$ cat src/sscc_pkg.sv
// ----------------------------------------------------------------------------
// sscc_pkg
// Shared types and constants of the six-step commutation controller.
// ----------------------------------------------------------------------------
`default_nettype none

package sscc_pkg;

  localparam int unsigned PERIOD_W = 16;
  localparam int unsigned LEVEL_W  = 8;
  localparam int unsigned SECTOR_W = 3;
  localparam int unsigned PAT_W    = 6;
  localparam int unsigned CFG_IDX_W  = 3;
  localparam int unsigned CFG_DATA_W = 16;

  // floor(x / 6) == (x * 43691) >> 18 for every 16-bit x
  localparam logic [16:0] DIV6_RECIP = 17'd43691;
  localparam int unsigned DIV6_SHIFT = 18;

  localparam logic [PERIOD_W-1:0] PERIOD_RESET  = 16'hFFFF;
  localparam logic [PAT_W-1:0]    PATTERN_RESET = 6'h33;

  localparam logic [SECTOR_W-1:0] LAST_SECTOR = 3'd5;

  // Configuration register indexes
  localparam logic [CFG_IDX_W-1:0] CFG_LOW_THR   = 3'd0;
  localparam logic [CFG_IDX_W-1:0] CFG_HIGH_THR  = 3'd1;
  localparam logic [CFG_IDX_W-1:0] CFG_SLOPE     = 3'd2;
  localparam logic [CFG_IDX_W-1:0] CFG_INTERCEPT = 3'd3;
  localparam logic [CFG_IDX_W-1:0] CFG_IDLE_PER  = 3'd4;

  typedef enum logic [1:0] {
    OP_TICK   = 2'd0,
    OP_RAMP   = 2'd1,
    OP_INDEX  = 2'd2,
    OP_TARGET = 2'd3
  } opcode_t;

  typedef struct packed {
    opcode_t              opcode;
    logic [LEVEL_W-1:0]   target_value;
  } in_word_t;

  typedef struct packed {
    logic [PAT_W-1:0]     phase_override;
    logic [LEVEL_W-1:0]   duty;
    logic                 at_target;
    logic [SECTOR_W-1:0]  sector;
    logic [1:0]           commutations;
  } out_word_t;

  typedef struct packed {
    logic [LEVEL_W-1:0]   low_threshold;
    logic [LEVEL_W-1:0]   high_threshold;
    logic [LEVEL_W-1:0]   slope;
    logic [PERIOD_W-1:0]  intercept;
    logic [PERIOD_W-1:0]  idle_period;
  } cfg_t;

  typedef struct packed {
    logic [PAT_W-1:0]     pattern;
    logic [SECTOR_W-1:0]  sector;
  } sector_state_t;

  function automatic logic [PAT_W-1:0] pattern_of(input logic [SECTOR_W-1:0] sec,
                                                  input logic [PAT_W-1:0] hold);
    logic [PAT_W-1:0] p;
    p = hold;
    unique case (sec)
      3'd0:    p = 6'h05;
      3'd1:    p = 6'h24;
      3'd2:    p = 6'h21;
      3'd3:    p = 6'h09;
      3'd4:    p = 6'h18;
      3'd5:    p = 6'h12;
      default: p = hold;
    endcase
    return p;
  endfunction

  // One sector advance; unused sector codes keep the pattern and restart at 0.
  function automatic sector_state_t commute(input sector_state_t s);
    sector_state_t r;
    r.pattern = pattern_of(s.sector, s.pattern);
    if (s.sector < LAST_SECTOR) begin
      r.sector = s.sector + 3'd1;
    end else begin
      r.sector = '0;
    end
    return r;
  endfunction

endpackage

`default_nettype wire

$ cat src/sscc_period.sv
// ----------------------------------------------------------------------------
// sscc_period
// Commutation period from power level: idle, linear with saturation, or hold.
// ----------------------------------------------------------------------------
`default_nettype none

module sscc_period
  import sscc_pkg::*;
(
  input  wire cfg_t                cfg,
  input  wire logic [LEVEL_W-1:0]  power,
  input  wire logic [PERIOD_W-1:0] period_cur,
  output logic [PERIOD_W-1:0]      period_new
);

  logic [PERIOD_W-1:0]   prod;
  logic signed [17:0]    diff;
  logic [PERIOD_W-1:0]   lin;

  assign prod = PERIOD_W'(cfg.slope) * PERIOD_W'(power);
  assign diff = $signed({2'b00, cfg.intercept}) - $signed({2'b00, prod});

  // times four, clamped to [0, 65535]
  always_comb begin
    if (diff < 18'sd0) begin
      lin = '0;
    end else if (diff > 18'sd16383) begin
      lin = PERIOD_RESET;
    end else begin
      lin = {diff[13:0], 2'b00};
    end
  end

  always_comb begin
    if (power < cfg.low_threshold) begin
      period_new = cfg.idle_period;
    end else if (power > cfg.low_threshold && power < cfg.high_threshold) begin
      period_new = lin;
    end else begin
      period_new = period_cur;
    end
  end

endmodule

`default_nettype wire

$ cat src/sscc_core.sv
// ----------------------------------------------------------------------------
// sscc_core
// Controller state and its update for one input word.
// ----------------------------------------------------------------------------
`default_nettype none

module sscc_core
  import sscc_pkg::*;
#(
  parameter int unsigned COUNT_WIDTH = 16
)(
  input  wire logic clk,
  input  wire logic rst_n,
  input  wire logic step,
  input  wire in_word_t  item,
  input  wire cfg_t      cfg,
  output out_word_t      res
);

  localparam int unsigned EW = (COUNT_WIDTH > PERIOD_W) ? COUNT_WIDTH : PERIOD_W;
  localparam logic [EW-1:0] CNT_MASK = EW'((64'd1 << COUNT_WIDTH) - 64'd1);

  logic [LEVEL_W-1:0]     power_r, power_nxt;
  logic [LEVEL_W-1:0]     target_r, target_nxt;
  logic [PERIOD_W-1:0]    period_r, period_nxt;
  logic [COUNT_WIDTH-1:0] fast_cnt_r, fast_cnt_nxt;
  logic [COUNT_WIDTH-1:0] slow_cnt_r, slow_cnt_nxt;
  logic [PERIOD_W-1:0]    fast_per_r, fast_per_nxt;
  logic [PERIOD_W-1:0]    slow_per_r, slow_per_nxt;
  sector_state_t          sec_r, sec_nxt;
  logic [LEVEL_W-1:0]     duty_r, duty_nxt;
  logic                   arrived_r, arrived_nxt;

  logic [PERIOD_W-1:0]    period_calc;
  logic [32:0]            div_prod;
  logic [PERIOD_W-1:0]    period_div6;
  logic                   fast_hit;
  logic                   slow_hit;
  logic [1:0]             cnt;

  sscc_period u_period (
    .cfg        (cfg),
    .power      (power_r),
    .period_cur (period_r),
    .period_new (period_calc)
  );

  assign div_prod    = 33'(period_r) * 33'(DIV6_RECIP);
  assign period_div6 = PERIOD_W'(div_prod >> DIV6_SHIFT);

  assign fast_hit = (EW'(fast_cnt_r) == (EW'(fast_per_r) & CNT_MASK));
  assign slow_hit = (EW'(slow_cnt_r) == (EW'(slow_per_r) & CNT_MASK));

  always_comb begin
    power_nxt    = power_r;
    target_nxt   = target_r;
    period_nxt   = period_r;
    fast_cnt_nxt = fast_cnt_r;
    slow_cnt_nxt = slow_cnt_r;
    fast_per_nxt = fast_per_r;
    slow_per_nxt = slow_per_r;
    sec_nxt      = sec_r;
    duty_nxt     = duty_r;
    arrived_nxt  = arrived_r;
    cnt          = 2'd0;

    unique case (item.opcode)
      OP_TICK: begin
        // fast commutation applies before the slow one
        if (fast_hit) begin
          fast_cnt_nxt = '0;
          sec_nxt      = commute(sec_nxt);
          duty_nxt     = power_r;
          cnt          = cnt + 2'd1;
        end else begin
          fast_cnt_nxt = fast_cnt_r + COUNT_WIDTH'(1);
        end
        if (slow_hit) begin
          slow_cnt_nxt = '0;
          fast_per_nxt = period_div6;
          slow_per_nxt = period_r;
          sec_nxt      = commute(sec_nxt);
          duty_nxt     = power_r;
          cnt          = cnt + 2'd1;
        end else begin
          slow_cnt_nxt = slow_cnt_r + COUNT_WIDTH'(1);
        end
      end
      OP_RAMP: begin
        period_nxt = period_calc;
        if (power_r < target_r) begin
          power_nxt   = power_r + LEVEL_W'(1);
          arrived_nxt = 1'b0;
        end else if (power_r > target_r) begin
          power_nxt   = power_r - LEVEL_W'(1);
          arrived_nxt = 1'b0;
        end else begin
          arrived_nxt = 1'b1;
        end
      end
      OP_INDEX: begin
        fast_cnt_nxt = '0;
        slow_cnt_nxt = '0;
        period_nxt   = period_calc;
        sec_nxt      = commute(sector_state_t'{pattern: sec_r.pattern, sector: '0});
        duty_nxt     = power_r;
        cnt          = 2'd1;
      end
      OP_TARGET: begin
        target_nxt = item.target_value;
      end
      default: ;
    endcase

    res.phase_override = sec_nxt.pattern;
    res.duty           = duty_nxt;
    res.at_target      = arrived_nxt;
    res.sector         = sec_nxt.sector;
    res.commutations   = cnt;
  end

  always_ff @(posedge clk) begin
    if (!rst_n) begin
      power_r    <= '0;
      target_r   <= '0;
      period_r   <= PERIOD_RESET;
      fast_cnt_r <= '0;
      slow_cnt_r <= '0;
      fast_per_r <= PERIOD_RESET;
      slow_per_r <= PERIOD_RESET;
      sec_r      <= '{pattern: PATTERN_RESET, sector: '0};
      duty_r     <= '0;
      arrived_r  <= 1'b0;
    end else if (step) begin
      power_r    <= power_nxt;
      target_r   <= target_nxt;
      period_r   <= period_nxt;
      fast_cnt_r <= fast_cnt_nxt;
      slow_cnt_r <= slow_cnt_nxt;
      fast_per_r <= fast_per_nxt;
      slow_per_r <= slow_per_nxt;
      sec_r      <= sec_nxt;
      duty_r     <= duty_nxt;
      arrived_r  <= arrived_nxt;
    end
  end

`ifndef SYNTHESIS
  a_sector_range: assert property (@(posedge clk) disable iff (!rst_n)
    sec_r.sector <= LAST_SECTOR)
    else $error("sector code out of range");

  a_index_restarts: assert property (@(posedge clk) disable iff (!rst_n)
    (step && item.opcode == OP_INDEX) |=> (fast_cnt_r == '0 && slow_cnt_r == '0
                                           && sec_r.sector == 3'd1))
    else $error("index pulse did not restart counters and sector");
`endif

endmodule

`default_nettype wire

$ cat src/six_step_commutation_controller_top.sv
// ----------------------------------------------------------------------------
// six_step_commutation_controller_top
// Open-loop six-step motor commutation controller with word handshakes.
// ----------------------------------------------------------------------------
// One input word per clock is sustained while the output is not stalled; each
// word yields exactly one result word, presented after acceptance through the
// input register, then the result register. The rate is set by the core, whose
// state update for a word resolves period calculation, both tick counters and
// up to two sector advances together. A stalled result stays in the output
// register while the next word is held in the input register. Configuration
// registers are written through cfg_we/cfg_index/cfg_wdata; indexes past the
// last register are ignored.
`default_nettype none

module six_step_commutation_controller_top
  import sscc_pkg::*;
#(
  parameter int unsigned COUNT_WIDTH = 16
)(
  input  wire logic                  clk,
  input  wire logic                  rst_n,
  input  wire logic                  in_valid,
  output logic                       in_stall,
  input  wire in_word_t              in_word,
  output logic                       out_valid,
  input  wire logic                  out_stall,
  output out_word_t                  out_word,
  input  wire logic                  cfg_we,
  input  wire logic [CFG_IDX_W-1:0]  cfg_index,
  input  wire logic [CFG_DATA_W-1:0] cfg_wdata
);

  logic      in_vld_r;
  in_word_t  in_word_r;
  logic      out_vld_r;
  out_word_t out_word_r;
  cfg_t      cfg_r;
  out_word_t core_res;
  logic      advance;
  logic      in_take;

  assign advance  = in_vld_r && (!out_vld_r || !out_stall);
  assign in_stall = in_vld_r && !advance;
  assign in_take  = in_valid && !in_stall;

  always_ff @(posedge clk) begin
    if (!rst_n) begin
      cfg_r.low_threshold  <= 8'd50;
      cfg_r.high_threshold <= 8'd231;
      cfg_r.slope          <= 8'd83;
      cfg_r.intercept      <= 16'd20436;
      cfg_r.idle_period    <= PERIOD_RESET;
    end else if (cfg_we) begin
      unique case (cfg_index)
        CFG_LOW_THR:   cfg_r.low_threshold  <= cfg_wdata[LEVEL_W-1:0];
        CFG_HIGH_THR:  cfg_r.high_threshold <= cfg_wdata[LEVEL_W-1:0];
        CFG_SLOPE:     cfg_r.slope          <= cfg_wdata[LEVEL_W-1:0];
        CFG_INTERCEPT: cfg_r.intercept      <= cfg_wdata;
        CFG_IDLE_PER:  cfg_r.idle_period    <= cfg_wdata;
        default: ;
      endcase
    end
  end

  always_ff @(posedge clk) begin
    if (!rst_n) begin
      in_vld_r  <= 1'b0;
      out_vld_r <= 1'b0;
    end else begin
      if (in_take) begin
        in_vld_r <= 1'b1;
      end else if (advance) begin
        in_vld_r <= 1'b0;
      end
      if (advance) begin
        out_vld_r <= 1'b1;
      end else if (!out_stall) begin
        out_vld_r <= 1'b0;
      end
    end
  end

  always_ff @(posedge clk) begin
    if (in_take) begin
      in_word_r <= in_word;
    end
    if (advance) begin
      out_word_r <= core_res;
    end
  end

  sscc_core #(
    .COUNT_WIDTH (COUNT_WIDTH)
  ) u_core (
    .clk   (clk),
    .rst_n (rst_n),
    .step  (advance),
    .item  (in_word_r),
    .cfg   (cfg_r),
    .res   (core_res)
  );

  assign out_valid = out_vld_r;
  assign out_word  = out_word_r;

`ifndef SYNTHESIS
  a_adv_gives_out: assert property (@(posedge clk) disable iff (!rst_n)
    advance |=> out_vld_r)
    else $error("processed word did not reach the result register");

  a_held_word_kept: assert property (@(posedge clk) disable iff (!rst_n)
    (in_vld_r && out_vld_r && out_stall) |=> (in_vld_r && $stable(in_word_r)))
    else $error("pending input word lost while output stalled");

  a_commutation_cnt: assert property (@(posedge clk) disable iff (!rst_n)
    out_vld_r |-> (out_word_r.commutations != 2'd3))
    else $error("commutation count out of range");
`endif

endmodule

`default_nettype wire
$ cat config.mk
export PLATFORM = sky130hd
export DESIGN_NAME = six_step_commutation_controller_top
export DESIGN_NICKNAME = d
export VERILOG_FILES = /design/src/sscc_pkg.sv /design/src/sscc_period.sv /design/src/sscc_core.sv /design/src/six_step_commutation_controller_top.sv
export SDC_FILE = /design/constraint.sdc
export NUM_CORES = 1
export LEC_CHECK = 0
export ABC_AREA = 0
export BUFFER_PORTS_ARGS = -buffer_cell sky130_fd_sc_hd__buf_2
export CAP_MARGIN = 20
export CORE_ASPECT_RATIO = 2
export CORE_MARGIN = 1.5
export CORE_UTILIZATION = 30
export CTS_CLUSTER_DIAMETER = 60
export CTS_CLUSTER_SIZE = 10
export DETAILED_ROUTE_END_ITERATION = 16
export PLACE_DENSITY = 0.54
export SLEW_MARGIN = 20
export SYNTH_ARGS = -nofsm -noshare
export SYNTH_HDL_FRONTEND = slang
export SYNTH_SLANG_ARGS = --single-unit
export TNS_END_PERCENT = 100
$ cat constraint.sdc
create_clock -name clk -period 5.1 [get_ports clk]
set_input_delay 1.02 -clock clk [delete_from_list [all_inputs] [get_ports clk]]
set_output_delay 1.02 -clock clk [all_outputs]
set_load 0.1 [all_outputs]
==> results of run 1 <==
==> flip-flops by register name, summed over array words and instances (netlist names), 10 cells and up <==
register	flops
cfg_r	56
out_word	20
u_core.fast_cnt_r	16
u_core.period_r	16
u_core.slow_cnt_r	16
u_core.slow_per_r	16
u_core.fast_per_r	15
in_word_r	10
==> routing by layer <==
metal	vias to the layer above	routed length (µm)	global-route usage, %
li1	6504	-	-
met1	6572	17100	17.1
met2	272	30000	38.2
met3	121	1160	1.33
met4	0	3750	12.6
met5	-	0	0
==> worst max-delay path, cell delays in order (launching register included) <==
cell,delay (ns)
sky130_fd_sc_hd__dfxtp_2,0.35
sky130_fd_sc_hd__buf_6,0.12
sky130_fd_sc_hd__ha_4,0.29
sky130_fd_sc_hd__inv_2,0.04
sky130_fd_sc_hd__fa_1,0.48
sky130_fd_sc_hd__inv_1,0.05
sky130_fd_sc_hd__fa_1,0.52
sky130_fd_sc_hd__fa_1,0.43
sky130_fd_sc_hd__fa_1,0.47
sky130_fd_sc_hd__fa_2,0.39
sky130_fd_sc_hd__ha_4,0.17
sky130_fd_sc_hd__a21o_1,0.16
sky130_fd_sc_hd__a211oi_2,0.23
sky130_fd_sc_hd__buf_4,0.15
sky130_fd_sc_hd__a21oi_2,0.06
sky130_fd_sc_hd__a311oi_2,0.28
sky130_fd_sc_hd__o21ai_2,0.11
sky130_fd_sc_hd__a311o_1,0.33
sky130_fd_sc_hd__or4_1,0.40
sky130_fd_sc_hd__nand3_1,0.08
==> through the flow <==
step	std cells	instance area, µm²	utilization [%]
floorplan	1843	16600	-
global placement	2657	18600	34.3
detailed placement	2657	18600	34.3
CTS	2696	19600	36.1
global route	2704	19900	36.7
finish	2704	19900	36.7
==> Yosys cell counts, types with 10 or more instances <==
| master | n |
|---|---|
| sky130_fd_sc_hd__o211ai_1 | 47 |
| sky130_fd_sc_hd__a2bb2oi_1 | 10 |
| sky130_fd_sc_hd__a21o_1 | 26 |
| sky130_fd_sc_hd__a21oi_1 | 78 |
| sky130_fd_sc_hd__inv_1 | 272 |
| sky130_fd_sc_hd__nand2b_1 | 21 |
| sky130_fd_sc_hd__a31oi_1 | 11 |
| sky130_fd_sc_hd__nor2b_1 | 12 |
| sky130_fd_sc_hd__xnor2_1 | 40 |
| sky130_fd_sc_hd__nor2_1 | 90 |
| sky130_fd_sc_hd__dfxtp_1 | 171 |
| sky130_fd_sc_hd__nand4_1 | 25 |
| sky130_fd_sc_hd__fa_1 | 132 |
| sky130_fd_sc_hd__edfxtp_1 | 30 |
| sky130_fd_sc_hd__nor3_1 | 15 |
| sky130_fd_sc_hd__xor2_1 | 43 |
| sky130_fd_sc_hd__and3_1 | 19 |
| sky130_fd_sc_hd__and2_1 | 35 |
| sky130_fd_sc_hd__ha_1 | 212 |
| sky130_fd_sc_hd__nand2_1 | 225 |
| sky130_fd_sc_hd__clkbuf_1 | 68 |
| sky130_fd_sc_hd__nand3_1 | 68 |
| sky130_fd_sc_hd__o21ai_0 | 60 |
==> kinds of logic after synthesis <==
family / share of synthesized area [%]
multiplexers: 0.724
AO/OA/AOI/OAI: 13.0
adder cells (fa/ha/maj): 32.2
buffers and inverters: 8.10
AND/OR/NAND/NOR: 15.2
XOR/XNOR: 4.43
flip-flops: 26.3
==> final timing paths <==
path	startpoint	end	slack (ns)	cells past startpoint
worst max-delay path	u_core.period_r[3]	u_core.fast_per_r[13]	-0.05	19
worst min-delay path	cfg_r[54]	cfg_r[54]	0.45	2
worst max register to register	u_core.period_r[3]	u_core.fast_per_r[13]	-0.05	19
worst min register to register	cfg_r[54]	cfg_r[54]	0.45	2
==> cell type report <==
cell class	instances	area [µm²]	area share [%]
Clock buffer	33	644	3.24
Clock inverter	2	38.8	0.195
Inverter	275	1050	5.26
Multi-Input combinational cell	1294	11400	57.2
Sequential cell	201	4390	22.0
Tap cell	676	846	4.25
Timing Repair Buffer	223	1550	7.79
==> repair_timing <==
item | CTS | global route
endpoints found under the setup margin | 30 | 29
gates cloned | 0 | 1
gates resized for setup | 54 | 65
buffers inserted | 4 | 7
pin swaps | 37 | 49
==> power groups by stage <==
| stage | Combinational, µW | Sequential [µW] | Clock (µW) |
|---|---|---|---|
| after floorplan | 2850 | 1780 | 0 |
| after global placement | 4610 | 1730 | 0 |
| after detailed placement | 4670 | 1730 | 0 |
| after CTS | 5180 | 1690 | 1610 |
| after global routing | 6030 | 1700 | 1660 |
| final | 5480 | 1690 | 1570 |
==> run metrics, run 1 <==
total routed wirelength=52000 µm; reported net switching power=3620 µW; async set-reset flop share out of synthesis=0%; result of the run=finished, violations left; startpoint-to-endpoint class of the critical path=reg2reg; final RePlAce weighted congestion=0.919; hold violation total from the final report=0; Port Buffer Count=55; clock buffer count from CTS=24; unrepaired setup endpoints after global routing=true; share of Yosys cell area claimed by the top area cell type=20.8%; share of the clock period used by the worst path=101%; residual overflow from global routing=0; number of global-route vias before repair=14400; Synth cell types=73; maximum ir drop on the vdd rail=417 µV; number of slew-limit violations in the final report=0; Warnings, synthesis=0; transition at the pin with the smallest max-transition slack=1.00 ns; overall fraction of global-route tracks in use=18.7%; I/O pin count=56; portion of total power attributed to sequential cells=19.3%; Clock Sinks=201; number of placement rows=121; Routed wire per std cell=19.2 µm; TritonRoute pass-1 iters=5; biggest fanout along the worst timing path=3; total vias in the final route=13500; clock network fraction of design power=18.0%; Worst setup SP type=flip-flop; clock insertion delay at the later pin of the skew report=0.56 ns; most frequent cells in the layout=sky130_fd_sc_hd__inv_1 (264), sky130_fd_sc_hd__nand2_1 (221), sky130_fd_sc_hd__ha_1 (182); number of enable flip-flop cells after synthesis=30; number of DRC markers after the initial detailed-route iteration=694; die width=168 µm; clock tree from TritonCTS=built; cell type contributing the most total cell area after synthesis=sky130_fd_sc_hd__dfxtp_1; commonest non-fill, non-tap cell in the layout=sky130_fd_sc_hd__inv_1; combinational power share=62.7%; post-synthesis cell area=16400 µm²; post-synth net total=2221; clock transition at the registers of the reported paths=0.06 ns; antenna violations before repair=0; library cell used as clock root buffer=sky130_fd_sc_hd__clkbuf_16; count of maximum capacitance violations=0; remaining design rule violation count=0; count of hold buffers inserted by post-cts repair=0; total power=8750 µW; share of final-layout standard cells stronger than drive strength 1=18.7%; diode count=0; Setup WS pre-CTS=-0.568 ns; power per cell area=439 nW/µm²; core box area=54200 µm²; per-cell via count in the routed design=4.98; Pint=5130 µW; path category of the worst min-delay check=reg2reg; share of the yosys chip area belonging to registers=26.3%; commonest register cell after synthesis=sky130_fd_sc_hd__dfxtp_1; final worst slack=-0.0482 ns; die height=334 µm; total of flip-flops plus latches after synthesis=201; Syn-to-layout area delta=21.2%; endpoint kind of the worst setup timing path=flip-flop; Final Setup Violations=1; largest net degree at the start of global routing=59; summed negative setup slack over all endpoints=-0.0482 ns; worst-case clock buffer depth=3; Max Clock Freq=194 MHz; main area contributors after synthesis=sky130_fd_sc_hd__dfxtp_1 (21%), sky130_fd_sc_hd__ha_1 (16%), sky130_fd_sc_hd__fa_1 (16%); worst-case headroom to the max-slew limit=33.1%; Final min period=5.15 ns; number of nets in the final layout=2397; leakage power of the design=0.00905 µW; mean area per synthesized cell=8.91 µm²; Max Clock Skew=0.0327 ns; H-tree level count=1; Detail Placement HPWL=42500 µm; instance count of the mapped netlist=1843; ANT nets after route=0; initial core utilization=30.3%; worst slack on hold paths=0.453 ns; failing checks=negative setup slack; Die Outline Area=56300 µm²; WP data required=5.61 ns; Filler Cell Count=5529; worst path arrival time=5.65 ns; global-route wire length before repair=80000 µm; switching portion of total power=41.4%
(Power assumes the default switching activity.)
==> run 2, diff against run 1 <==
Settings changed: RECOVER_POWER from default to 100.
==> run 2 against run 1 <==
  * The run ends with max-capacitance violations, max-slew violations, negative setup slack left
  * Critical path type unchanged
  * Total power is 0.38% lower
  * Highest routed layer unchanged
  * Fmax is 0.24% lower
  * Die area stayed put
  * Final cell count stayed put
==> run metrics, run 2 (same netlist as run 1, synthesis figures left out) <==
initial core utilization=30.3%; Die Outline Area=56300 µm²; startpoint-to-endpoint class of the critical path=reg2reg; most flop-heavy register=cfg_r; count of maximum capacitance violations=2; share of final-layout standard cells stronger than drive strength 1=16.7%; diode count=0; most frequent cells in the layout=sky130_fd_sc_hd__inv_1 (265), sky130_fd_sc_hd__nand2_1 (221), sky130_fd_sc_hd__ha_1 (183); leakage power of the design=0.00891 µW; largest net degree at the start of global routing=59; total routed wirelength=52100 µm; max FFs per register=56; WP data required=5.60 ns; clock tree from TritonCTS=built; power per cell area=440 nW/µm²; global-route wire length before repair=80000 µm; total non-filler cell area in the finished layout=19800 µm²; Routed wire per std cell=19.3 µm; Final min period=5.16 ns; maximum ir drop on the vdd rail=408 µV; failing checks=max-capacitance violations, max-slew violations, negative setup slack; Port Buffer Count=55; Syn-to-layout area delta=20.6%; die height=334 µm; unrepaired setup endpoints after global routing=true; Worst setup SP type=flip-flop; H-tree level count=1; remaining design rule violation count=0; Max Clock Skew=0.0310 ns; clock transition at the registers of the reported paths=0.06 ns; antenna violations before repair=0; count of hold buffers inserted by post-cts repair=0; I/O pin count=56; biggest fanout along the worst timing path=3; number of slew-limit violations in the final report=100; number of placed instances with taps included=2657; final RePlAce weighted congestion=0.919; library cell used as clock root buffer=sky130_fd_sc_hd__clkbuf_16; Clock Sinks=201; post-placement cell area=18600 µm²; transition at the pin with the smallest max-transition slack=2.98 ns; core box area=54200 µm²; final worst slack=-0.0606 ns; total vias in the final route=13500; Max Clock Freq=194 MHz; overall fraction of global-route tracks in use=18.7%; clock insertion delay at the later pin of the skew report=0.56 ns; ANT nets after route=0; Detail Placement HPWL=42500 µm; per-cell via count in the routed design=5.00; number of global-route vias before repair=14400; hold violation total from the final report=0; total power=8710 µW; worst-case headroom to the max-slew limit=-98.7%; number of DRC markers after the initial detailed-route iteration=683; residual overflow from global routing=0; commonest non-fill, non-tap cell in the layout=sky130_fd_sc_hd__inv_1; number of nets in the final layout=2397; TritonRoute pass-1 iters=5; worst-case clock buffer depth=3; share of the clock period used by the worst path=101%; endpoint kind of the worst setup timing path=flip-flop; die width=168 µm; Final Setup Violations=3; path category of the worst min-delay check=reg2reg; non-filler cells in the finished layout=2704; worst path arrival time=5.66 ns; number of placement rows=121; clock buffer count from CTS=24; result of the run=finished, violations left
[run 2: through the flow]
stage                     hold slack, ns  util, %   TNS [ns]  setup slack [ns]
after floorplan                    0.431        -  -0.000941         -0.000941
after global placement             0.443     34.3      -5.62            -0.484
after detailed placement           0.448     34.3      -6.45            -0.568
after CTS                          0.455     36.1     -0.177            -0.101
after global routing               0.473     36.6      -3.17            -0.255
final                              0.453     36.6    -0.0719           -0.0606
[run 2: cell type report]
| cell class | instances | area (µm²) |
|---|---|---|
| clock inverters | 2 | 38.8 |
| clock buffers | 33 | 644 |
| fillers | 5557 | 34400 |
| multi-input cells | 1294 | 11400 |
| flip-flops and latches | 201 | 4390 |
| repair buffers | 223 | 1470 |
| inverters | 275 | 1050 |
| well taps | 676 | 846 |
[run 2: final timing paths]
kind / slack, ns / cells after the start / from / end
min: 0.45 / 2 / cfg_r[54] / cfg_r[54]
max: -0.06 / 19 / u_core.period_r[3] / u_core.fast_per_r[13]
min reg2reg: 0.45 / 2 / cfg_r[54] / cfg_r[54]
max reg2reg: -0.06 / 19 / u_core.period_r[3] / u_core.fast_per_r[13]
[run 2: where the power goes]
group | switching, µW | leakage [µW] | internal (µW)
Sequential | 38.6 | 0.00167 | 1650
Combinational | 2870 | 0.00691 | 2570
Clock | 702 | 0.000328 | 876
[run 2: worst max-delay path, cell delays in order (launching register included)]
cell	delay, ns
sky130_fd_sc_hd__dfxtp_2	0.35
sky130_fd_sc_hd__buf_6	0.12
sky130_fd_sc_hd__ha_4	0.29
sky130_fd_sc_hd__inv_2	0.04
sky130_fd_sc_hd__fa_1	0.48
sky130_fd_sc_hd__inv_1	0.05
sky130_fd_sc_hd__fa_1	0.52
sky130_fd_sc_hd__fa_1	0.43
sky130_fd_sc_hd__fa_1	0.47
sky130_fd_sc_hd__fa_2	0.39
sky130_fd_sc_hd__ha_4	0.17
sky130_fd_sc_hd__a21o_1	0.16
sky130_fd_sc_hd__a211oi_2	0.23
sky130_fd_sc_hd__buf_4	0.16
sky130_fd_sc_hd__a21oi_2	0.06
sky130_fd_sc_hd__a311oi_2	0.28
sky130_fd_sc_hd__o21ai_2	0.11
sky130_fd_sc_hd__a311o_1	0.33
sky130_fd_sc_hd__or4_1	0.40
sky130_fd_sc_hd__nand3_1	0.08
[run 2: metal layers]
metal	track usage [%]	routed length (µm)	vias to the layer above
li1	-	-	6510
met1	17.1	17200	6594
met2	38.2	29900	281
met3	1.33	1230	127
met4	12.6	3810	0
met5	0	0	-
[run 2: repair_timing]
item,CTS,global route
resized for setup,54,65
pin swaps,37,49
setup endpoints to repair,30,29
hold endpoints to repair,0,0
gates cloned,0,1
buffers inserted,4,7
